--- src/rtl/cbt_pkg.sv ---
// ----------------------------------------------------------------------------
// cbt_pkg
// shared types, constants and the basis weight function of the cubic
// b-spline tessellator
// ----------------------------------------------------------------------------
package cbt_pkg;

    localparam int COORD_W          = 32;   // q16.16 coordinate width
    localparam int NUM_TAPS         = 4;    // control points per span
    localparam int SPAN_SAMPLES_DEF = 16;   // default samples per span
    localparam int Q_DEPTH          = 2;    // task queue depth
    localparam int LANE_LAT         = 5;    // mult, two adds, two reciprocal stages

    // one unit of work for the back end
    typedef struct packed {
        logic [NUM_TAPS-1:0][COORD_W-1:0] px;     // oldest point at index 0
        logic [NUM_TAPS-1:0][COORD_W-1:0] py;
        logic                             pass;   // curve too short, points pass through
        logic                             fin;    // closed by the curve's final point
        logic [1:0]                       first;  // first tap sent out when passing through
    } t_task;

    // per-sample control that travels beside the datapath
    typedef struct packed {
        logic valid;
        logic run_end;
        logic curve_end;
    } t_ctrl;

    // basis weight of one tap at sample s of n, scaled by 6*n^3
    function automatic int bspline_weight(input int tap, input int s, input int n);
        int u;
        int w;
        u = n - s;
        unique case (tap)
            0:       w = u * u * u;
            1:       w = 3 * s * s * s - 6 * s * s * n + 4 * n * n * n;
            2:       w = -3 * s * s * s + 3 * s * s * n + 3 * s * n * n + n * n * n;
            3:       w = s * s * s;
            default: w = 0;
        endcase
        return w;
    endfunction

endpackage

--- src/rtl/cbt_queue.sv ---
// ----------------------------------------------------------------------------
// cbt_queue
// small task fifo between front end and back end
// ----------------------------------------------------------------------------
module cbt_queue (
    input  logic           i_clk,
    input  logic           i_rst_n,
    input  logic           i_push,
    input  cbt_pkg::t_task i_data,
    output logic           o_ready,
    output logic           o_valid,
    output cbt_pkg::t_task o_data,
    input  logic           i_pop
);

    localparam int PW = (cbt_pkg::Q_DEPTH > 1) ? $clog2(cbt_pkg::Q_DEPTH) : 1;
    localparam int CW = $clog2(cbt_pkg::Q_DEPTH + 1);

    cbt_pkg::t_task r_mem [cbt_pkg::Q_DEPTH];
    logic [PW-1:0]  r_wr;
    logic [PW-1:0]  r_rd;
    logic [CW-1:0]  r_count;
    logic           n_push;
    logic           n_pop;

    assign o_ready = (r_count != CW'(cbt_pkg::Q_DEPTH));
    assign o_valid = (r_count != '0);
    assign o_data  = r_mem[r_rd];
    assign n_push  = i_push && o_ready;
    assign n_pop   = i_pop && o_valid;

    always_ff @(posedge i_clk) begin
        if (n_push) begin
            r_mem[r_wr] <= i_data;
        end
    end

    always_ff @(posedge i_clk) begin
        if (!i_rst_n) begin
            r_wr    <= '0;
            r_rd    <= '0;
            r_count <= '0;
        end else begin
            if (n_push) begin
                r_wr <= (r_wr == PW'(cbt_pkg::Q_DEPTH - 1)) ? '0 : PW'(r_wr + 1'b1);
            end
            if (n_pop) begin
                r_rd <= (r_rd == PW'(cbt_pkg::Q_DEPTH - 1)) ? '0 : PW'(r_rd + 1'b1);
            end
            if (n_push && !n_pop) begin
                r_count <= CW'(r_count + 1'b1);
            end else if (n_pop && !n_push) begin
                r_count <= CW'(r_count - 1'b1);
            end
        end
    end

endmodule

--- config.mk ---
export PLATFORM = sky130hd
export DESIGN_NAME = cbt_queue
export DESIGN_NICKNAME = d
export VERILOG_FILES = /design/src/rtl/cbt_pkg.sv /design/src/rtl/cbt_queue.sv
export SDC_FILE = /design/constraint.sdc
export NUM_CORES = 1
export LEC_CHECK = 0
export ABC_AREA = 1
export BUFFER_PORTS_ARGS = -buffer_cell sky130_fd_sc_hd__clkbuf_2
export CORE_ASPECT_RATIO = 0.75
export CORE_MARGIN = 2
export CORE_UTILIZATION = 53
export CTS_BUF_LIST = sky130_fd_sc_hd__clkbuf_16
export CTS_CLUSTER_SIZE = 14
export DETAILED_ROUTE_END_ITERATION = 10
export PLACE_DENSITY = 0.85
export SLEW_MARGIN = 30
export SYNTH_ARGS = -nofsm -noshare
export SYNTH_HDL_FRONTEND = slang
export SYNTH_SLANG_ARGS = --single-unit
--- constraint.sdc ---
create_clock -name i_clk -period 16.05 [get_ports i_clk]
set_input_delay 2.4075 -clock i_clk [delete_from_list [all_inputs] [get_ports i_clk]]
set_output_delay 2.4075 -clock i_clk [all_outputs]
set_load 0.01 [all_outputs]
# Word level (Yosys, flattened, before mapping)
# Memory sizes are Yosys's and may differ from the RTL's. A register that Yosys moved wholly into a read port is not among the register bits.
# Cells that the tools add are included.
# W data, S select, Z words.
# classes
muxes,8
n_eq_ne,1
addsub,4
n_reduce_logical,8
# op_table
op,count
$mux W1,6
$logic_and A1 B1 Y1,4
$mux W2,2
$reduce_bool A2 Y1,2
$add A1 B1 Y1 const B,2
$add A2 B1 Y2 const B,1
$logic_not A1 Y1,2
$ne A2 B2 Y1 const B,1
$sub A2 B1 Y2 const B,1
# totals
out_inout_bits,262
regBits,4
memories,1
wordCells,25
ram_bits,520
in_bits,264
# mem_list
memory,words,word_bits,read_ports,rd_ports_with_merged_regs,write_ports,line,rtl
r_mem,2,260,1,1,1,cbt_queue.sv:19,cbt_pkg::t_task r_mem [cbt_pkg::Q_DEPTH];

# Longest topological paths before layout
# logic_depth
ltp_word,6
depth_mapped,11
depth_no_buf,11

# Worst setup path after synthesis
# No wires, ideal clock.
# synth_timing
path_kind,input-to-reg
start,input port i_push
end,memory r_mem[0][0] (netlist name) (enable)
path_slack_ns,1.896
cell_stages,2
path_buffers,0
arrival_time_ns,13.268
t_required_ns,15.165
cell_sequence,nand2_1 -> nor2_1
# synth_between
elab_chain_cells,3
# synth_rtl
item,line,rtl
start: declaration,cbt_queue.sv:8,"input logic i_push,"
$logic_and A1 B1 Y1,cbt_queue.sv:29,assign n_push = i_push && o_ready;
$mux W1,cbt_queue.sv:33,if (n_push) begin
$mux W1 (not written as such),cbt_queue.sv:34,r_mem[r_wr] <= i_data;
end: declaration,cbt_queue.sv:19,
# No other way between the ends.

==> summary.md <==
The run finished with clean final reports. The tools report the number of buffers inserted by hold repair at cts as 0. The logs give 0.0120 ns for the final setup skew and 0 for the post-CTS repair timing setup buffer count. For this design the total switching power over the nets is 0.00101 W.

When the netlist entered floorplanning its net count stood at 1111. The first global-routing pass estimated 59400 µm of wire. The row count was 61.

The post-route setup TNS was 0 ns; the required time at the worst-slack endpoint was 13.64 ns. The via count of the first global-routing pass is 10200. The placement-stage cell area was 22900 µm². The clock-pin slew of the registers on the worst-case setup and hold paths came out at 0.06 ns. STA classifies the critical path startpoint as a flip-flop. The number of placed I/O pins is 526, and the share of layout cells above drive strength 1 is 0.598.

At the placement stage, the worst setup path has a slack of 10.57 ns. The total global routing track utilization was 0.208. TritonCTS built the clock tree.

The logs give 1856 for the cell count after placement and 22000 µm for the total length of routed met2 wires. Dividing the detail-routed wire length by the instance count gives 21.9 µm. The leftover overflow at the end of global routing is 0, and the synthesis warning total is 0. The tools report the initial antenna violation count as 7. Clock latency on the worst-skew pair, taken at its later pin, is 0.54 ns. The core region is 36900 µm². Max-cap violations in this run came to 0. The finished layout holds 1943 standard cells, fillers aside. The largest net degree at the start of global routing was 171.

The final hold violation count was 0. In this run, synthesis produced a sequential element count of 525. The run gives 15600 µm as the met1 wire length. In this run the number of H-tree levels came out at 2.

The congestion estimate from routability-driven global placement came to 0.821. STA puts the critical path data arrival time at 3.33 ns. Internal power comes to 0.00279 W. Dividing the detail-routed via count by the number of cells gives 5.15. Timing would allow up to 174 MHz. After the first detailed-routing iteration, the DRC count stood at 575. The area of all placed cells without fillers was 24400 µm². The mapped netlist covers 19800 µm². Clock tree synthesis selected as its root buffer the cell clkbuf_16. Across all setup checks in the final design, the least slack found is 10.31 ns. The logs give 9999 for the total number of vias and 1669 for the number of nets in the finished design.

The fraction of power consumed by combinational cells is 0.241. The met3 layer wire length in the routed design is 3560 µm, and the clock group share of total power is 0.284. Setup repair after global routing left no endpoint under its margin.

The die covers 39000 µm². Type of the worst min-delay path: flip-flop to flip-flop. Summed over all cells, the static leakage comes to 9.66 nW. The effective utilization at floorplan is 0.537, and the sequential power share is 0.475.

At the pin with the least slew margin, the transition time is 0.964 ns. The power per standard cell area was 155 nW/µm²; the buffer and inverter count on the worst path was 3. In this run the horizontal extent of the chip is 227 µm. In this run the remaining antenna-violating nets after routing total 0. For the number of iterations in the first detailed-routing pass, the log shows 5.

The highest metal layer with signal wires was met5. Clock tree synthesis found a total of 525 sinks. The placed wire-length estimate came out at 29200 µm. The hold slack came out at 0.507 ns. The number of instances in the synthesized netlist was 846.

Walking the worst path, the cells encountered are buf_4 > buf_6 > mux2_2 > clkbuf_2. The normalized max-slew margin was 0.358; the setup-violating endpoint count in the final report was 0. TritonCTS created 49 clock buffers. The floorplan step set the die height to 171 µm. The slowest library cell on the worst path is dfxtp_4.

The number of design rule violations left after detail routing was 0. For the post-cts repair resize count, the log shows 0. The total routed wirelength is 42600 µm.

Input and output buffers added on the ports amount to 525. The synthesized netlist contains 15 unique library cells. The post-route clock period utilization was 0.357. The clock period could shrink to 5.74 ns. Compared with the post-synthesis result, the final layout area differs by 23.2%. The worst vdd rail ir drop came out at 137 µV.

In this design, the largest share of critical-path delay is due to buffers and inverters. The number of pins exceeding their max-slew limit in the final report was 0. The tools report the share of synthesized area occupied by flip-flops and latches as 0.793.

The average cell area after synthesis was 23.4 µm². Switching share of power: 0.265. In this run the worst path has a maximum fanout of 59. On the worst path, the slowest cell contributes a delay of 0.82 ns. The worst setup path is of the flip-flop to primary output kind. The critical path capture point type was a primary output. The tools report the maximum buffer depth of the clock tree as 3.
[cells in the final DEF (no fill, tap or decap)]
cell type and instances:
buf_6 5, dfxtp_1 4, ha_1 1, inv_8 1, o21a_1 1, nand2_1 9, edfxtp_1 520, a21oi_1 1
o21ai_0 2, clkinv_2 4, nor2_4 2, nand3_1 1, clkbuf_16 49, mux2_4 200, buf_16 1, bufinv_16 4
diode_2 4, inv_1 17, clkinv_4 1, mux2_2 60, nand4_1 1, clkinv_1 14, buf_12 1, nor2_1 6
clkbuf_2 525, buf_4 4, dfxtp_4 1
[routing by layer]
metal,GRT usage,up-vias
met5,0,-
met1,0.236,5001
met2,0.362,424
li1,-,4480
met3,0.0688,90
met4,0.0864,4
[power groups by stage]
stage | sequential [W] | clock, W | combinational (W)
after floorplan | 0.00188 | 0 | 0.000619
after global placement | 0.00182 | 0 | 0.000903
after detailed placement | 0.00183 | 0 | 0.000915
after CTS | 0.00180 | 0.00110 | 0.000922
after global routing | 0.00182 | 0.00115 | 0.000975
final | 0.00180 | 0.00108 | 0.000916
[state kept, by name, summed over array words and instances (netlist names), named ones only]
| name | flops |
|---|---|
| r_mem | 520 |
| r_count | 2 |
| r_rd | 1 |
| r_wr | 1 |
[area by class of cell]
| class | count | area (µm²) |
|---|---|---|
| diodes | 4 | 10.0 |
| clock buffers | 49 | 1230 |
| clock inverters | 33 | 246 |
| fillers | 2398 | 12500 |
| inverters | 8 | 30.0 |
| multi-input cells | 284 | 3800 |
| flip-flops and latches | 525 | 15700 |
| well taps | 504 | 631 |
| repair buffers | 536 | 2760 |
[metrics by stage]
stage	util	total power (W)
after detailed placement	0.620	0.00275
after global placement	0.620	0.00272
after global routing	0.661	0.00394
after CTS	0.660	0.00383
after floorplan	-	0.00250
final	0.661	0.00380
[cells in the mapped netlist]
master | count | area [µm²]
a21oi_1 | 1 | 5.00
buf_2 | 6 | 30.0
buf_6 | 23 | 259
dfxtp_1 | 5 | 100
edfxtp_1 | 520 | 15600
ha_1 | 1 | 12.5
inv_1 | 8 | 30.0
mux2_2 | 60 | 676
mux2_4 | 200 | 3000
nand2_1 | 9 | 33.8
nand3_1 | 1 | 5.00
nand4_1 | 1 | 6.26
nor2_1 | 8 | 30.0
o21a_1 | 1 | 7.51
o21ai_0 | 2 | 10.0
[cell families (layout without fill, tap and decap cells)]
logic type	Yosys count	after routing	share of synthesized area
compound gates	4	4	0.00114
fa+ha+maj	1	1	0.000631
buf+inv	37	626	0.0161
flops	525	525	0.793
mux	260	260	0.186
other cells	0	4	0
simple gates	19	19	0.00379
[path summary, 6_finish.rpt]
kind	start	cells past startpoint	to	slack [ns]
worst max-delay path	flip-flop	4	o_data[5]	10.31
worst min-delay path	r_rd	2	r_rd	0.51
worst max register to register	r_count[0]	6	r_mem[1][143]	13.33
worst min register to register	r_rd	2	r_rd	0.51
[worst register-to-register path, cell delays in order (launching register included)]
cell and delay [ns]:
dfxtp_1 0.35, inv_1 0.10, nand2_1 0.10, nand2_1 0.16, nor2_4 0.14, buf_4 0.55, buf_4 0.87
Power figures use the tool's default switching activity.
