<file path="src/rtl/cbt_pkg.sv">
// ----------------------------------------------------------------------------
// cbt_pkg
// shared types, constants and the basis weight function of the cubic
// b-spline tessellator
// ----------------------------------------------------------------------------
package cbt_pkg;

    localparam int COORD_W          = 32;   // q16.16 coordinate width
    localparam int NUM_TAPS         = 4;    // control points per span
    localparam int SPAN_SAMPLES_DEF = 16;   // default samples per span
    localparam int Q_DEPTH          = 2;    // task queue depth
    localparam int LANE_LAT         = 5;    // mult, two adds, two reciprocal stages

    // one unit of work for the back end
    typedef struct packed {
        logic [NUM_TAPS-1:0][COORD_W-1:0] px;     // oldest point at index 0
        logic [NUM_TAPS-1:0][COORD_W-1:0] py;
        logic                             pass;   // curve too short, points pass through
        logic                             fin;    // closed by the curve's final point
        logic [1:0]                       first;  // first tap sent out when passing through
    } t_task;

    // per-sample control that travels beside the datapath
    typedef struct packed {
        logic valid;
        logic run_end;
        logic curve_end;
    } t_ctrl;

    // basis weight of one tap at sample s of n, scaled by 6*n^3
    function automatic int bspline_weight(input int tap, input int s, input int n);
        int u;
        int w;
        u = n - s;
        unique case (tap)
            0:       w = u * u * u;
            1:       w = 3 * s * s * s - 6 * s * s * n + 4 * n * n * n;
            2:       w = -3 * s * s * s + 3 * s * s * n + 3 * s * n * n + n * n * n;
            3:       w = s * s * s;
            default: w = 0;
        endcase
        return w;
    endfunction

endpackage

</file>
<file path="src/rtl/cbt_front.sv">
// ----------------------------------------------------------------------------
// cbt_front
// takes control points, keeps the last three and a point count, and turns
// every point that produces samples into a task for the back end
// ----------------------------------------------------------------------------
module cbt_front (
    input  logic                        i_clk,
    input  logic                        i_rst_n,
    input  logic                        i_valid,
    output logic                        o_ready,
    input  logic [cbt_pkg::COORD_W-1:0] i_x,
    input  logic [cbt_pkg::COORD_W-1:0] i_y,
    input  logic                        i_fin,
    input  logic                        i_q_ready,
    output logic                        o_push,
    output cbt_pkg::t_task              o_task
);

    logic [cbt_pkg::COORD_W-1:0] r_win_x [3];
    logic [cbt_pkg::COORD_W-1:0] r_win_y [3];
    logic [1:0]                  r_seen;
    logic                        n_accept;

    assign o_ready  = i_q_ready;
    assign n_accept = i_valid && i_q_ready;
    assign o_push   = n_accept && (r_seen == 2'd3 || i_fin);

    always_comb begin
        o_task.px    = {i_x, r_win_x[2], r_win_x[1], r_win_x[0]};
        o_task.py    = {i_y, r_win_y[2], r_win_y[1], r_win_y[0]};
        o_task.pass  = (r_seen != 2'd3);
        o_task.fin   = i_fin;
        o_task.first = 2'd3 - r_seen;
    end

    always_ff @(posedge i_clk) begin
        if (!i_rst_n) begin
            r_seen <= 2'd0;
            for (int k = 0; k < 3; k++) begin
                r_win_x[k] <= '0;
                r_win_y[k] <= '0;
            end
        end else if (n_accept) begin
            r_win_x[0] <= r_win_x[1];
            r_win_x[1] <= r_win_x[2];
            r_win_x[2] <= i_x;
            r_win_y[0] <= r_win_y[1];
            r_win_y[1] <= r_win_y[2];
            r_win_y[2] <= i_y;
            if (i_fin) begin
                r_seen <= 2'd0;
            end else if (r_seen != 2'd3) begin
                r_seen <= r_seen + 2'd1;
            end
        end
    end

endmodule

</file>
<file path="config.mk">
export PLATFORM = sky130hd
export DESIGN_NAME = cbt_front
export DESIGN_NICKNAME = d
export VERILOG_FILES = /design/src/rtl/cbt_pkg.sv /design/src/rtl/cbt_front.sv
export SDC_FILE = /design/constraint.sdc
export NUM_CORES = 1
export LEC_CHECK = 0
export ABC_AREA = 0
export BUFFER_PORTS_ARGS = -buffer_cell sky130_fd_sc_hd__buf_2
export CAP_MARGIN = 20
export CELL_PAD_IN_SITES_DETAIL_PLACEMENT = 0
export CELL_PAD_IN_SITES_GLOBAL_PLACEMENT = 1
export CORE_ASPECT_RATIO = 1.1
export CORE_UTILIZATION = 41
export CTS_CLUSTER_SIZE = 10
export DETAILED_ROUTE_END_ITERATION = 8
export GPL_TIMING_DRIVEN = 0
export PLACE_DENSITY = 0.87
export SYNTH_ARGS = -nofsm -noshare
export SYNTH_HDL_FRONTEND = slang
export SYNTH_SLANG_ARGS = --single-unit
export TNS_END_PERCENT = 5
</file>
<file path="constraint.sdc">
create_clock -name i_clk -period 9.6 [get_ports i_clk]
set_clock_uncertainty 0.05 [all_clocks]
set_input_delay 0.96 -clock i_clk [delete_from_list [all_inputs] [get_ports i_clk]]
set_output_delay 0.96 -clock i_clk [all_outputs]
set_load 0.05 [all_outputs]
</file>
Word-level counts from Yosys, hierarchy flattened
Memory sizes are Yosys's and may differ from the RTL's.
Cells that the tools add are included.
W data, S select, Z words.
{ "totals": {"memories": 2, "ramBits": 192, "out_inout_bits": 262, "input_bits": 69, "ff_bits": 2} }
{ "mem_list": {"columns": ["name", "depth", "word_bits", "read_ports", "rd_clocked_by_memory_dff", "write_ports", "line_no", "source"], "rows": [
  ["r_win_x", 3, 32, 3, 0, 3, "cbt_front.sv:19", "logic [cbt_pkg::COORD_W-1:0] r_win_x [3];"],
  ["r_win_y", 3, 32, 3, 0, 3, "cbt_front.sv:20", "logic [cbt_pkg::COORD_W-1:0] r_win_y [3];"]
]} }
{ "classes": {"n_mux": 12, "add_sub_neg": 2, "reduce_logical": 5, "n_eq_ne": 2, "bitwise_logic": 6} }
{ "op_table": {"columns": ["operator", "n"], "rows": [
  ["$mux W32", 6],
  ["$or A1 B1 Y1", 6],
  ["$mux W1", 4],
  ["$mux W2", 2],
  ["$add A2 B1 Y2 const B", 1],
  ["$eq A2 B2 Y1 const B", 1],
  ["$logic_and A1 B1 Y1", 2],
  ["$ne A2 B2 Y1 const B", 1],
  ["$reduce_and A2 Y1", 1],
  ["$reduce_bool A2 Y1", 1],
  ["$sub A2 B2 Y2 const A", 1],
  ["$logic_or A1 B1 Y1", 1]
]} }

Logic depth before layout (Yosys ltp)
{ "logic_depth": {"depth_word": 5, "mapped_depth": 4} }

Least setup slack after synthesis
OpenSTA, ideal clock, no wires.
{ "synth_timing": {"path_type": "input to register", "startpoint": "in i_valid", "endpoint": "mem r_win_x[0][0] (netlist name) (enable)", "n_path_buf": 0, "slack_ns": 3.850, "required_ns": 8.007, "arrival_ns": 4.157, "path_stages": 2, "path_cell_list": "nand2_1 nand2_1"} }
{ "synth_lines": {"columns": ["element", "line_no", "source"], "rows": [
  ["start: declaration", "cbt_front.sv:9", "input logic i_valid,"],
  ["end: declaration", "cbt_front.sv:19", null]
]} }

Worst setup path after layout
{ "layout_timing": {"startpoint": "in i_q_ready", "endpoint": "out o_push"} }
{ "layout_via": {"elab_chain_len": 2} }
{ "layout_lines": {"columns": ["element", "line_no", "source"], "rows": [
  ["start: declaration", "cbt_front.sv:14", "input logic i_q_ready,"],
  ["$logic_and A1 B1 Y1", "cbt_front.sv:25", "assign n_accept = i_valid && i_q_ready;"],
  ["$logic_and A1 B1 Y1", "cbt_front.sv:26", "assign o_push = n_accept && (r_seen == 2'd3 || i_fin);"],
  ["end: declaration", "cbt_front.sv:15", "output logic o_push,"]
]} }
No other way between the ends.

==> impl_results.html <==
<table>
<tr><th>Metric</th><th>Value</th></tr>
<tr><th colspan="2">STA</th></tr>
<tr><td>Setup repair after global routing missed its margin</td><td>no</td></tr>
<tr><td>Tightest Pin Transition</td><td>671.3 ps</td></tr>
<tr><td>Final Hold Violating Endpoints</td><td>0</td></tr>
<tr><td>Worst hold slack</td><td>444.9 ps</td></tr>
<tr><td>Fmax</td><td>0.3849 GHz</td></tr>
<tr><td>Final count of negative-setup-slack endpoints</td><td>0</td></tr>
<tr><td>Post-layout min period</td><td>2598 ps</td></tr>
<tr><td>Setup TNS after final layout</td><td>0 ps</td></tr>
<tr><td>Tcrit/Tclk final</td><td>27.06%</td></tr>
<tr><td>Slew HR</td><td>55.21%</td></tr>
<tr><td>Final Max Tran Viols</td><td>0</td></tr>
<tr><th colspan="2">Yosys</th></tr>
<tr><td>Synth async-reset ratio</td><td>0%</td></tr>
<tr><td>Share of the synthesized area in the top cell type</td><td>74.06%</td></tr>
<tr><td>Synthesized area per cell</td><td>15.86 um^2</td></tr>
<tr><td>Number of instances in the synthesized netlist</td><td>491</td></tr>
<tr><td>Flip-flop and latch count after synthesis</td><td>194</td></tr>
<tr><td>Synthesized netlist net count</td><td>561</td></tr>
<tr><td>Netlist Area Pre-Place</td><td>7785 um^2</td></tr>
<tr><td>Unique cell type count in the Yosys netlist</td><td>16</td></tr>
<tr><td>Flip-flop cell with the highest count after synthesis</td><td>sky130_fd_sc_hd__edfxtp_1</td></tr>
<tr><td>YS warnings</td><td>0</td></tr>
<tr><td>Cell taking the most area after synthesis</td><td>sky130_fd_sc_hd__edfxtp_1</td></tr>
<tr><td>Post-synthesis sequential area ratio</td><td>74.57%</td></tr>
<tr><td>Leading post-synthesis cells by cell area</td><td>sky130_fd_sc_hd__edfxtp_1 74%, sky130_fd_sc_hd__and2_1 11%, sky130_fd_sc_hd__buf_4 6.4%, sky130_fd_sc_hd__and2_2 5.8%, sky130_fd_sc_hd__clkbuf_2 1.2%</td></tr>
<tr><td>Number of enable-type register cells in the synthesized netlist</td><td>192</td></tr>
<tr><th colspan="2">Power and ir drop</th></tr>
<tr><td>Power density relative to cell area</td><td>208.7 nW/um^2</td></tr>
<tr><td>Overall Power</td><td>2.177 mW</td></tr>
<tr><td>Static leakage power</td><td>4.855 nW</td></tr>
<tr><td>Max VDD drop</td><td>0.0001291 V</td></tr>
<tr><th colspan="2">Routing</th></tr>
<tr><td>Number of violations reported at the end of detailed-routing iteration 0</td><td>192</td></tr>
<tr><td>Routed len/inst</td><td>15.11 um</td></tr>
<tr><td>Via density</td><td>4.326</td></tr>
<tr><td>Antenna Violating Nets Remaining</td><td>0</td></tr>
<tr><td>Count of vias placed by the detailed router</td><td>4741</td></tr>
<tr><td>Number of DRC violations after detailed routing</td><td>0</td></tr>
<tr><td>Count of TritonRoute iterations in the first routing pass</td><td>7</td></tr>
<tr><td>Final wirelength</td><td>16.56 mm</td></tr>
<tr><th colspan="2">Worst setup path</th></tr>
<tr><td>Critical path, cell by cell</td><td>buf_2 -&gt; nand2_1 -&gt; nor2_1 -&gt; buf_2</td></tr>
<tr><td>Worst path required time</td><td>8590 ps</td></tr>
<tr><td>Peak per-stage delay on the critical path</td><td>270 ps</td></tr>
<tr><td>Start of the worst register-to-register path</td><td>r_seen[1]$_SDFFE_PN0P_</td></tr>
<tr><td>Startpoint Class</td><td>primary input</td></tr>
<tr><td>CP top delay family</td><td>buffers and inverters</td></tr>
<tr><td>WS Path Type</td><td>in -&gt; out</td></tr>
<tr><td>Maximum fanout along the worst path</td><td>4</td></tr>
<tr><td>Critical path buffers and inverters</td><td>2</td></tr>
<tr><td>Arrival @ worst endpoint</td><td>1590 ps</td></tr>
<tr><td>CP endpoint kind</td><td>output port</td></tr>
<tr><td>Slowest stage cell, crit path</td><td>sky130_fd_sc_hd__buf_2</td></tr>
<tr><td>Most frequent CP cell</td><td>sky130_fd_sc_hd__buf_2</td></tr>
<tr><td>Start point of the critical path</td><td>i_q_ready</td></tr>
<tr><th colspan="2">Cells and area</th></tr>
<tr><td>Number of fillers in the final layout</td><td>1529</td></tr>
<tr><td>Area overhead of the layout relative to synthesis</td><td>34.02%</td></tr>
<tr><td>Antenna diode count</td><td>0</td></tr>
<tr><td>Fraction of final layout cells sized beyond drive strength 1</td><td>59.55%</td></tr>
<tr><td>Count of nets after finishing</td><td>912</td></tr>
<tr><th colspan="2">Global routing</th></tr>
<tr><td>Largest net degree at the start of global routing</td><td>76</td></tr>
<tr><td>Initial antenna violation count</td><td>0</td></tr>
<tr><td>First-pass GRT wire length</td><td>25.18 mm</td></tr>
<tr><td>Total GRT Usage</td><td>17.05%</td></tr>
<tr><td>Global route overflow</td><td>0</td></tr>
<tr><td>Vias in the first global route</td><td>4554</td></tr>
<tr><th colspan="2">Die</th></tr>
<tr><td>Die Y-Extent</td><td>146.5 um</td></tr>
<tr><td>Full die area</td><td>19540 um^2</td></tr>
<tr><td>Width of the chip</td><td>133.4 um</td></tr>
<tr><td>Number of placement rows</td><td>52</td></tr>
<tr><td>Area inside the core boundary</td><td>18480 um^2</td></tr>
<tr><td>Top-level I/O count</td><td>331</td></tr>
<tr><td>Initial core utilization</td><td>42.13%</td></tr>
<tr><th colspan="2">Min path</th></tr>
<tr><td>Worst min-delay path class</td><td>reg -&gt; reg</td></tr>
<tr><td>Startpoint of the worst hold path</td><td>r_seen[0]$_SDFFE_PN0P_</td></tr>
<tr><th colspan="2">Clocking</th></tr>
<tr><td>Clk root buf</td><td>sky130_fd_sc_hd__clkbuf_16</td></tr>
<tr><td>TritonCTS clock tree</td><td>built</td></tr>
<tr><td>Sinks on Clock Net</td><td>194</td></tr>
<tr><td>Setup Fix Bufs, Post-CTS</td><td>0</td></tr>
<tr><td>Number of resized instances in the post-cts repair step</td><td>0</td></tr>
<tr><td>Largest buffer count on any clock path</td><td>2</td></tr>
<tr><td>Worst skew pair latency</td><td>420 ps</td></tr>
<tr><td>CTS Buf Count</td><td>17</td></tr>
<tr><td>CTS H-tree depth</td><td>4</td></tr>
<tr><td>Cts hold-fix bufs</td><td>0</td></tr>
<tr><td>Clock-pin slew of the registers on the worst-case setup and hold paths</td><td>70 ps</td></tr>
<tr><th colspan="2">Place</th></tr>
<tr><td>Weighted congestion at the end of routability-driven global placement</td><td>0.7769</td></tr>
<tr><td>Number of buffers inserted by port buffering</td><td>330</td></tr>
<tr><td>HPWL after detailed placement</td><td>12.53 mm</td></tr>
<tr><th colspan="2">Flow run</th></tr>
<tr><td>Max_cap viols</td><td>0</td></tr>
<tr><th colspan="2">Run status</th></tr>
<tr><td>Outcome</td><td>completed</td></tr>
</table>
worst reg2reg max path, delay by kind of cell (launching register included):
family	cells	cell delay (ps)
fa+ha+maj	1	230
simple gates	2	260
compound gates	1	170
flops	1	350
area by class of cell:
cell class | count | area [um^2] | area share [%]
Clock inverter | 13 | 205.2 | 1.967
Clock buffer | 17 | 425.4 | 4.077
Sequential cell | 194 | 5806 | 55.64
Inverter | 4 | 15.01 | 0.1439
Tap cell | 243 | 304.0 | 2.914
Buffer | 87 | 611.8 | 5.864
Multi-Input combinational cell | 206 | 1360 | 13.04
Timing Repair Buffer | 332 | 1707 | 16.36
worst paths after layout:
| kind | slack, ps | depth (start not counted) | endpoint |
|---|---|---|---|
| min | 440 | 2 | r_seen[0]$_SDFFE_PN0P_ |
| max | 7000 | 4 | o_push |
| max reg2reg | 8480 | 4 | r_seen[1]$_SDFFE_PN0P_ |
| min reg2reg | 440 | 2 | r_seen[0]$_SDFFE_PN0P_ |
flip-flops by register name, summed over array words and instances (netlist names):
register / flops
r_seen: 2
r_win_x: 96
r_win_y: 96
per-stage QoR:
step	util, %	cell area (um^2)	setup WS, ps	instances
after floorplan	-	7785	3850	491
after global placement	52.72	9741	2061	1064
after detailed placement	53.05	9803	7003	1066
after CTS	56.47	10430	6998	1096
after global routing	56.47	10430	6947	1096
final	56.47	10430	7002	1096
synth_stat cells, types with 2 or more instances:
cell and instances:
sky130_fd_sc_hd__edfxtp_1 192, sky130_fd_sc_hd__nand2_1 6, sky130_fd_sc_hd__nor2_1 2, sky130_fd_sc_hd__clkbuf_2 18
sky130_fd_sc_hd__buf_4 66, sky130_fd_sc_hd__and2_1 132, sky130_fd_sc_hd__inv_1 4, sky130_fd_sc_hd__o22ai_1 2
sky130_fd_sc_hd__buf_6 2, sky130_fd_sc_hd__dfxtp_1 2, sky130_fd_sc_hd__and2_2 60
kinds of logic (layout without fill, tap and decap cells):
group,after synthesis,in the layout,share of synthesized area [%]
simple gates,202,202,16.99
flops,194,194,74.57
buf+inv,91,453,8.052
compound gates,3,3,0.2249
fa+ha+maj,1,1,0.1607
per-layer routing:
layer | global-route usage, % | share of wire (%) | up-vias | routed length [um]
met3 | 4.375 | 5.7 | 17 | 948
li1 | - | - | 2306 | -
met2 | 29.35 | 52 | 176 | 8620
met1 | 20.75 | 41 | 2242 | 6739
met5 | 0 | 0 | - | 0
met4 | 5.739 | 1.5 | 0 | 253
power breakdown:
| group | leakage [nW] | switching [mW] | internal [mW] |
|---|---|---|---|
| combinational | 2.50 | 0.319 | 0.0881 |
| clock | 0.311 | 0.298 | 0.461 |
| sequential | 2.04 | 0.0205 | 0.990 |
cells in the final DEF (no fill, tap or decap), drive strengths merged:
cell type / n
buf: 400
edfxtp: 192
and2: 192
clkbuf: 36
inv: 8
nand2: 6
bufinv: 5
clkinv: 4
nor2: 2
o22ai: 2
dfxtp: 2
and3: 1
nand3: 1
a21oi: 1
ha: 1
Power figures use the tool's default switching activity.
