**src/rtl/cbt_pkg.sv**
```systemverilog
// ----------------------------------------------------------------------------
// cbt_pkg
// shared types, constants and the basis weight function of the cubic
// b-spline tessellator
// ----------------------------------------------------------------------------
package cbt_pkg;

    localparam int COORD_W          = 32;   // q16.16 coordinate width
    localparam int NUM_TAPS         = 4;    // control points per span
    localparam int SPAN_SAMPLES_DEF = 16;   // default samples per span
    localparam int Q_DEPTH          = 2;    // task queue depth
    localparam int LANE_LAT         = 5;    // mult, two adds, two reciprocal stages

    // one unit of work for the back end
    typedef struct packed {
        logic [NUM_TAPS-1:0][COORD_W-1:0] px;     // oldest point at index 0
        logic [NUM_TAPS-1:0][COORD_W-1:0] py;
        logic                             pass;   // curve too short, points pass through
        logic                             fin;    // closed by the curve's final point
        logic [1:0]                       first;  // first tap sent out when passing through
    } t_task;

    // per-sample control that travels beside the datapath
    typedef struct packed {
        logic valid;
        logic run_end;
        logic curve_end;
    } t_ctrl;

    // basis weight of one tap at sample s of n, scaled by 6*n^3
    function automatic int bspline_weight(input int tap, input int s, input int n);
        int u;
        int w;
        u = n - s;
        unique case (tap)
            0:       w = u * u * u;
            1:       w = 3 * s * s * s - 6 * s * s * n + 4 * n * n * n;
            2:       w = -3 * s * s * s + 3 * s * s * n + 3 * s * n * n + n * n * n;
            3:       w = s * s * s;
            default: w = 0;
        endcase
        return w;
    endfunction

endpackage

```
**src/rtl/cbt_seq.sv**
```systemverilog
// ----------------------------------------------------------------------------
// cbt_seq
// back-end sequencer: walks the samples of one task and, unless stalled,
// issues the points, basis weights and end flags of one sample per cycle
// ----------------------------------------------------------------------------
module cbt_seq #(
    parameter int SAMPLES_PER_SPAN = cbt_pkg::SPAN_SAMPLES_DEF
) (
    input  logic                                              i_clk,
    input  logic                                              i_rst_n,
    input  logic                                              i_adv,
    input  logic                                              i_q_valid,
    input  cbt_pkg::t_task                                    i_q_task,
    output logic                                              o_q_pop,
    output cbt_pkg::t_ctrl                                    o_ctrl,
    output logic [cbt_pkg::NUM_TAPS-1:0][cbt_pkg::COORD_W-1:0] o_px,
    output logic [cbt_pkg::NUM_TAPS-1:0][cbt_pkg::COORD_W-1:0] o_py,
    output logic [cbt_pkg::NUM_TAPS-1:0][$clog2(6*SAMPLES_PER_SPAN**3+1)-1:0] o_weights
);

    localparam int DEN = 6 * SAMPLES_PER_SPAN ** 3;
    localparam int WW  = $clog2(DEN + 1);
    localparam int JW  = $clog2(SAMPLES_PER_SPAN + 1);

    logic [cbt_pkg::NUM_TAPS-1:0][WW-1:0] w_tab [SAMPLES_PER_SPAN+1];
    logic [cbt_pkg::NUM_TAPS-1:0][WW-1:0] n_w;
    logic [cbt_pkg::NUM_TAPS-1:0][WW-1:0] r_w;
    logic [cbt_pkg::NUM_TAPS-1:0][cbt_pkg::COORD_W-1:0] r_px;
    logic [cbt_pkg::NUM_TAPS-1:0][cbt_pkg::COORD_W-1:0] r_py;
    cbt_pkg::t_task r_task;
    cbt_pkg::t_ctrl r_ctrl;
    logic           r_busy;
    logic [JW-1:0]  r_j;
    logic           n_last;
    logic           n_take;

    // weight table, one row per sample position
    for (genvar g = 0; g <= SAMPLES_PER_SPAN; g++) begin : g_row
        for (genvar t = 0; t < cbt_pkg::NUM_TAPS; t++) begin : g_tap
            assign w_tab[g][t] = WW'(cbt_pkg::bspline_weight(t, g, SAMPLES_PER_SPAN));
        end
    end

    always_comb begin
        if (r_task.pass) begin
            n_last = (r_j == JW'(3));
        end else begin
            n_last = (r_j == (r_task.fin ? JW'(SAMPLES_PER_SPAN) : JW'(SAMPLES_PER_SPAN - 1)));
        end
        n_take = i_adv && (!r_busy || n_last);
        for (int i = 0; i < cbt_pkg::NUM_TAPS; i++) begin
            if (r_task.pass) begin
                // full weight on one tap gives the point back unchanged
                n_w[i] = (r_j[1:0] == 2'(i)) ? WW'(DEN) : '0;
            end else begin
                n_w[i] = w_tab[r_j][i];
            end
        end
    end

    assign o_q_pop   = n_take && i_q_valid;
    assign o_ctrl    = r_ctrl;
    assign o_px      = r_px;
    assign o_py      = r_py;
    assign o_weights = r_w;

    always_ff @(posedge i_clk) begin
        if (!i_rst_n) begin
            r_busy <= 1'b0;
            r_ctrl <= '0;
        end else if (i_adv) begin
            r_ctrl.valid     <= r_busy;
            r_ctrl.run_end   <= n_last;
            r_ctrl.curve_end <= n_last && r_task.fin;
            r_w              <= n_w;
            r_px             <= r_task.px;
            r_py             <= r_task.py;
            if (n_take) begin
                r_busy <= i_q_valid;
                r_task <= i_q_task;
                r_j    <= i_q_task.pass ? JW'(i_q_task.first) : '0;
            end else begin
                r_j <= JW'(r_j + 1'b1);
            end
        end
    end

endmodule

```
**config.mk**
```make
export PLATFORM = sky130hd
export DESIGN_NAME = cbt_seq
export DESIGN_NICKNAME = d
export VERILOG_FILES = /design/src/rtl/cbt_pkg.sv /design/src/rtl/cbt_seq.sv
export SDC_FILE = /design/constraint.sdc
export NUM_CORES = 1
export LEC_CHECK = 0
export CORE_AREA = 2 2 228 230
export CTS_CLUSTER_DIAMETER = 80
export DETAILED_ROUTE_END_ITERATION = 10
export DIE_AREA = 0 0 230 232
export DONT_BUFFER_PORTS = 1
export GPL_ROUTABILITY_DRIVEN = 1
export HOLD_SLACK_MARGIN = 0.08
export PLACE_DENSITY = 0.46
export SLEW_MARGIN = 40
export SYNTH_ARGS = -nofsm -noshare
export SYNTH_HDL_FRONTEND = slang
export SYNTH_SLANG_ARGS = --single-unit
```
**constraint.sdc**
```tcl
create_clock -name i_clk -period 19.4 [get_ports i_clk]
set_clock_uncertainty 0.2 [all_clocks]
set_input_delay 3.88 -clock i_clk [delete_from_list [all_inputs] [get_ports i_clk]]
set_output_delay 3.88 -clock i_clk [all_outputs]
set_load 0.05 [all_outputs]
```
After elaboration in Yosys (flattened, before gate mapping). Memory sizes are Yosys's and may differ from the RTL's. Index checks and enable logic that the tools add are counted.

Add/subtract/negate cells: 1. Multiply operators: 0. Div/mod/pow operators: 0. Magnitude comparators: 1. Equal/unequal tests: 5. Shift operators: 0. Multiplexer cells: 14. Bitwise logic cells: 1. Reductions and logical operators: 9.

Operator list (count): two-way mux 15 bit (8); two-way mux 60 bit (2); two-way mux 5 bit (2); greater-or-equal comparator 6 bit (second input constant) (1); inverter 5 -> 6 bit (1); adder 5 x 1 -> 5 bit (second input constant) (1); == test 5 x 2 -> 1 bit (second input constant) (1); == test 5 bit (1); == test 2 bit (second input constant) (2); AND reduction 2 bit (2); logical AND 1 bit (3); AND reduction 3 bit (1); == test 2 x 1 -> 1 bit (second input constant) (1); logical NOT 2 bit (1); two-way mux 2 bit (1); logical NOT 1 bit (1); logical OR 1 bit (1); two-way mux 1 bit (1).

Flip-flop bits (word level): 583. Bits in latches: 0. RAM bits: 0. Memory bits (read-only): 1920. Output and inout port bits: 320. Logic and storage cells: 59. Memories: 1.

Memories: (no name shown) (depth 32, bits a word 60, rd ports 1, clocked after Yosys merged registers in 0, write ports 0, RTL line cbt_seq.sv:56) `n_w[i] = w_tab[r_j][i];`.

Longest topological paths before layout. Gate-level depths: netlist of run 1.

Word-level depth: 6. Depth in mapped cells: 8. Mapped depth without buffers: 6.

Least setup slack after synthesis of run 1. Ideal clock, no wire load.

Path type: input to register. Start point: input i_adv. End point: register r_task[100] (netlist name), enable pin. Arrival: 15.436 ns. Path slack: 2.857 ns. Stages on the path: 3. Path buffers: 0. Path through: nor2b_1 > a41oi_4 > nor2b_1.

Cells in the longest elaborated chain, start to end: 2.

Ends and longest elaborated chain: from (decl) (RTL line cbt_seq.sv:11) `input logic i_adv,`; logical AND 1 bit (RTL line cbt_seq.sv:50) `n_take = i_adv && (!r_busy || n_last);`; AND reduction 3 bit (no line) *; to (signal assigned) (RTL line cbt_seq.sv:80) `r_task <= i_q_task;`; to (decl) (RTL line cbt_seq.sv:30) `cbt_pkg::t_task r_task;`.

Mark *: on every way between the ends. The rest lies on a longest branch, timed or not. A chain may end at the register's enable or synchronous reset.

Worst setup path in the final report of run 1.
Start point: input i_adv. End point: output o_q_pop.

Cells in the longest elaborated chain, start to end: 2.

Ends and longest elaborated chain: logical AND 1 bit (RTL line cbt_seq.sv:50); logical AND 1 bit (RTL line cbt_seq.sv:61) `assign o_q_pop = n_take && i_q_valid;`; to (decl) (RTL line cbt_seq.sv:14) `output logic o_q_pop,`.

No other way between the ends.

==> out/metrics.yaml, run 1 <==
crit_arrival_ns: 4.73
synth_most_common_cell: "edfxtp_1"
fin_tns_setup_ns: 0
wl_per_cell_um: 26.7
finalCritPeriodShare: 0.454
netlist_area_um2: 18400
grt_usage: 0.150
cts.repair.resized: 0
ys_top_cells_by_count: "569 x edfxtp_1, 28 x nand2_1, 23 x nor2_1"
timing.rr.end: "r_task[179]"
synth_top_cell_by_area: "edfxtp_1"
cpPeakStageDelay_ns: 0.53
crit_type: "primary input to output pin"
die_h_um: 232
cts_buffers: 58
avgSynthCellArea_um2: 23.7
startpoint: "i_adv"
initial_core_util: 0.362
final_nets: 1095
fmax_mhz: 114
ys_seq_elements: 573
core_um2: 50900
hold-path-cell-count: 0
worstRegToRegCells: 7
clock_latency_ns: 0.60
setup_viol: 0
firstDrtPassIters: 4
cp-start-kind: "primary input"
outcome: "finished, final reports clean"
min_from: "r_task[96]"
dp_hpwl_um: 28800
synth-async-reset-ratio: 0
syn_nets: 1050
gp_congestion: 0.823
synth_edf_count: 569
layout-drive-gt1-share: 0.129
ir_drop_v: 0.0000889
viasPerCell: 4.62
die_area_um2: 53400
fp-row-count: 83
cts_hold_buf: 0
reg2reg_from: "r_j[2]"
ys_types: 48
grt_max_degree: 88
io_pins: 584
htreeDepth: 2
drc: 0
setup_slack_ns: 10.59
crit_slowest_cell: "nor2b_2"
r2r_slack_ns: 15.24
hold_path_end: "o_py[92]"
clk_pin_slew_ns: 0.06
wl_um: 41600
critPathMaxFanout: 7
gr-total-overflow: 0
hp-class: "register to register"
power_leakage_nw: 6.86
antenna_found_initial: 22
dpl_worst_slack_ns: 10.60
cts_tree: "built"
slew_headroom: 0.401
cts_setup_buffers: 0
tightest_slew_ns: 0.900
ys_warn_count: 0
clock_sinks: 573
fp.dieW_um: 230
timing.final.crit_period_ns: 8.81
num_vias: 7192
critPathRequiredTime_ns: 15.32
end_kind: "output pin"
final_max_slew_viol_count: 0
seq_area_frac_synth: 0.933
initialDrtViolationCount: 684
rsz0062_at_grt: "false"
portBuffers: 0
cp_cell_sequence: "nor2b_1, a41oi_4, nor2b_2"
clock_path_buffers: 3
final-hold-violation-count: 0
yosys.area.top_type_share: 0.928
root_buffer: "clkbuf_16"
pwr_density_cell_nw_per_um2: 128
grt_pass1_wl_um: 56300
syn_inst: 777
totalPowerFinal_mw: 2.72
grt_pass1_vias: 7437
synth_area_leaders: "edfxtp_1 93%, ha_1 0.61%, nand2_1 0.57%"
ant_nets: 0
maxCapViolations: 0
area_growth_pct: 15.5
synth_ff_type: "edfxtp_1"
logic make-up after synthesis:
family	synth area share
adders and majority gates	0.00612
muxes	0.00455
and+or+nand+nor	0.0230
DFF	0.933
xor gates and xnor gates	0.00143
AOI/OAI and AO/OA	0.0220
buffers and inverters	0.0103
registers in the layout (all words and copies together) (netlist names):
| register | count |
|---|---|
| o_ctrl | 3 |
| o_px | 128 |
| o_py | 128 |
| o_weights | 50 |
| r_busy | 1 |
| r_j | 5 |
| r_task | 258 |
worst max path at each step:
stage | end | depth (start not counted)
floorplan | r_task[100] | 3
global placement | o_q_pop | 3
detailed placement | o_q_pop | 3
CTS | o_q_pop | 3
global route | o_q_pop | 3
finish | o_q_pop | 3
cell type report:
cell class,instances,area [um^2]
clock buffers,70,1500
fillers,4430,29600
flip-flops and latches,573,17200
diodes,7,17.5
well taps,680,851
inverters,7,26.3
repair buffers,14,218
clock inverters,37,420
multi-input cells,168,1060
critical path: cells and delay by family:
kind | cells | cell delay [ns]
simple gates | 2 | 0.73
compound gates | 1 | 0.11
power breakdown:
group          switching (mW)  total (mW)  internal (mW)
clock                   0.461        1.12          0.658
sequential              0.113        1.54           1.43
combinational          0.0454      0.0581         0.0127
routing by layer:
layer,track usage,part of all wire
met5,0,0.0043
met4,0.0538,0.030
met3,0.0860,0.11
met2,0.256,0.52
met1,0.152,0.33
placed cells by master (no fill, tap or decap), types with 2 or more instances in the layout:
| cell | n |
|---|---|
| nor3_1 | 4 |
| inv_1 | 6 |
| clkinvlp_4 | 4 |
| a32o_1 | 2 |
| clkbuf_1 | 12 |
| a21oi_1 | 20 |
| nand2_1 | 28 |
| a211oi_1 | 5 |
| bufinv_16 | 8 |
| and2_1 | 7 |
| o21ai_0 | 13 |
| a221oi_1 | 2 |
| a22oi_1 | 3 |
| clkinv_2 | 10 |
| nand2b_1 | 4 |
| edfxtp_1 | 569 |
| and3_1 | 2 |
| a21o_1 | 4 |
| nor2b_1 | 3 |
| o211ai_1 | 2 |
| or2_2 | 2 |
| buf_8 | 2 |
| inv_6 | 2 |
| ha_1 | 9 |
| diode_2 | 7 |
| clkbuf_16 | 59 |
| buf_12 | 3 |
| clkinv_1 | 10 |
| nor2_1 | 23 |
| xnor2_1 | 2 |
| mux2i_1 | 7 |
| dfxtp_1 | 4 |
| nand3_1 | 3 |
| buf_6 | 6 |
per-stage QoR:
| step | utilization | hold WS (ns) | std cells | cell area, um^2 |
|---|---|---|---|---|
| floorplan | - | 0.200 | 777 | 18400 |
| global placement | 0.377 | 0.200 | 1436 | 19200 |
| detailed placement | 0.379 | 0.205 | 1441 | 19300 |
| CTS | 0.417 | 0.212 | 1548 | 21200 |
| global route | 0.418 | 0.216 | 1552 | 21300 |
| finish | 0.418 | 0.210 | 1556 | 21300 |
No activity file was read; power rests on OpenSTA's default activity.
==> inputs of run 2 (changes only) <==
- ABC_AREA: default -> 1
- clock period: 19.4 -> 8.5 ns (I/O delays scaled with it)
==> out/metrics.yaml, run 2 <==
outcome: "finished, final reports clean"
synth_most_common_cell: "edfxtp_1"
timing.final.crit_period_ns: 4.52
pwr_density_cell_nw_per_um2: 296  # +130%
power_leakage_nw: 7.01  # +2.2%
cts.repair.resized: 0  # unchanged
wl_um: 41000  # -1.4%
syn_inst: 787  # +1.3%
design_area_um2: 21300  # +0.19%
cp-start-kind: "register"
grt_pass1_vias: 7457  # +0.27%
fmax_mhz: 221
fin_tns_setup_ns: 0  # unchanged
r2r_slack_ns: 4.97  # -10.27 ns
end_kind: "output pin"
gr-total-overflow: 0  # unchanged
synth_edf_count: 569  # unchanged
io_pins: 584  # unchanged
firstDrtPassIters: 5  # +1
layout_commonest_cell: "edfxtp_1"
startpoint: "r_j[2]"
tightest_slew_ns: 0.900  # -0.000200 ns
crit_arrival_ns: 2.62  # -2.11 ns
seq_area_frac_synth: 0.936  # +0.00356
min_from: "r_task[229]"
syn_nets: 1060  # +0.95%
critPathMaxFanout: 22  # +15
crit_type: "register to output pin"
htreeDepth: 3  # +1
reg2reg_from: "r_j[2]"
dp_hpwl_um: 28500  # -1.3%
final_max_slew_viol_count: 0  # unchanged
ys_seq_elements: 573  # unchanged
synth-async-reset-ratio: 0  # unchanged
netlist_area_um2: 18300  # -0.38%
synth_area_leaders: "edfxtp_1 93%, nand2_1 0.88%, nor2_1 0.72%"
ys_top_cells_by_count: "569 x edfxtp_1, 43 x nand2_1, 35 x nor2_1"
antenna_found_initial: 19  # -14%
dr_wl_met2_um: 21000  # -3.3%
area_growth_pct: 16.2
yosys.area.top_type_share: 0.932  # +0.00355
initial_core_util: 0.360  # -0.00138
ys_types: 33  # -31%
cts_buffers: 66  # +14%
cts_hold_buf: 0  # unchanged
cts_setup_buffers: 0  # unchanged
finalCritPeriodShare: 0.532
die_h_um: 232  # unchanged
hp-class: "register to register"
fp-row-count: 83  # unchanged
ys_warn_count: 0  # unchanged
clock_sinks: 573  # unchanged
totalPowerFinal_mw: 6.30  # +130%
portBuffers: 0  # unchanged
grt_max_degree: 145  # +65%
final_cell_mix: "569 x edfxtp_1, 69 x clkbuf_16, 43 x nand2_1, 34 x nor2_1, 31 x inv_1"
wl_met3_um: 4650  # -1.4%
viasPerCell: 4.58  # -1.0%
num_vias: 7225  # +0.46%
critPathRequiredTime_ns: 6.60  # -8.72 ns
rsz0062_at_grt: "false"
avgSynthCellArea_um2: 23.3  # -1.6%
initialDrtViolationCount: 473  # -31%
regMostFlops: "r_task"
ant_nets: 0  # unchanged
met1_length_um: 14200  # +3.5%
final-hold-violation-count: 0  # unchanged
highest_layer: "met5"
synth_top_cell_by_area: "edfxtp_1"
maxCapViolations: 0  # unchanged
clock_latency_ns: 0.59  # about the same
drc: 0  # unchanged
clock_path_buffers: 3  # unchanged
ir_drop_v: 0.000196  # +120%
largest_register_ffs: 258  # unchanged
placed_area_um2: 19200  # -0.63%
core_um2: 50900  # unchanged
grt_usage: 0.149  # -0.000445
slew_headroom: 0.401  # about the same
fp.dieW_um: 230  # unchanged
wl_per_cell_um: 26.0  # -2.9%
root_buffer: "clkbuf_16"
die_area_um2: 53400  # unchanged
clk_pin_slew_ns: 0.06  # about the same
gp_congestion: 0.906  # +10%
grt_pass1_wl_um: 56200  # -0.27%
layout-drive-gt1-share: 0.140  # +0.0108
final_nets: 1119  # +2.2%
cts_tree: "built"
setup_viol: 0  # unchanged
synth_ff_type: "edfxtp_1"
## run 2: worst paths after layout
kind / end / cells after the start
setup / recovery: o_q_pop / 8
hold / removal: o_px[97] / 0
setup reg to reg: r_task[165] / 10
hold reg to reg: o_px[97] / 0
## run 2: cell type report
cell class,count,area [um^2]
clock inverter,39,324
inverter,38,146
fill,4428,29600
tap,680,851
sequential,573,17200
multi-input combinational,157,891
clock buffer,78,1740
timing repair buffer,10,174
antenna,4,10.0
## run 2: worst max-delay path, cell delays in order (launching register included)
cell	delay (ns)
edfxtp_1	0.82
nand2_1	0.15
inv_1	0.14
nand2_1	0.06
nand2_1	0.09
nand2_2	0.07
o21bai_4	0.23
nand2_1	0.12
inv_1	0.37
## run 2: metal layers
metal  vias up  global-route usage
li1       3176                   -
met1      3558               0.159
met2       382               0.249
met3        89              0.0857
met4        20              0.0508
met5         -                   0
## run 2: power breakdown
group / switching (mW) / leakage [nW] / internal, mW
Sequential: 0.251 / 5.38 / 3.26
Combinational: 0.0987 / 0.619 / 0.0221
Clock: 1.10 / 1.01 / 1.57
Total: 1.45 / 7.01 / 4.85
## run 2: cells by family (layout without fill, tap and decap cells)
group,after synthesis,in the layout,synth area share
AOI/OAI and AO/OA,57,57,0.0205
adders and majority gates,9,9,0.00614
buffers and inverters,57,165,0.0157
DFF,573,573,0.936
other,0,4,0
and+or+nand+nor,89,89,0.0205
xor gates and xnor gates,2,2,0.000955
## run 2: stage by stage
step           instances  utilization  worst slack [ns]  hold slack, ns
5_1_grt             1577        0.419              3.78           0.214
3_5_place_dp        1456        0.377              4.02           0.205
3_3_place_gp        1455        0.376              4.05           0.200
2_1_floorplan        787            -              1.47           0.200
6_report            1579        0.419              3.98           0.211
4_1_cts             1573        0.417              3.92           0.212
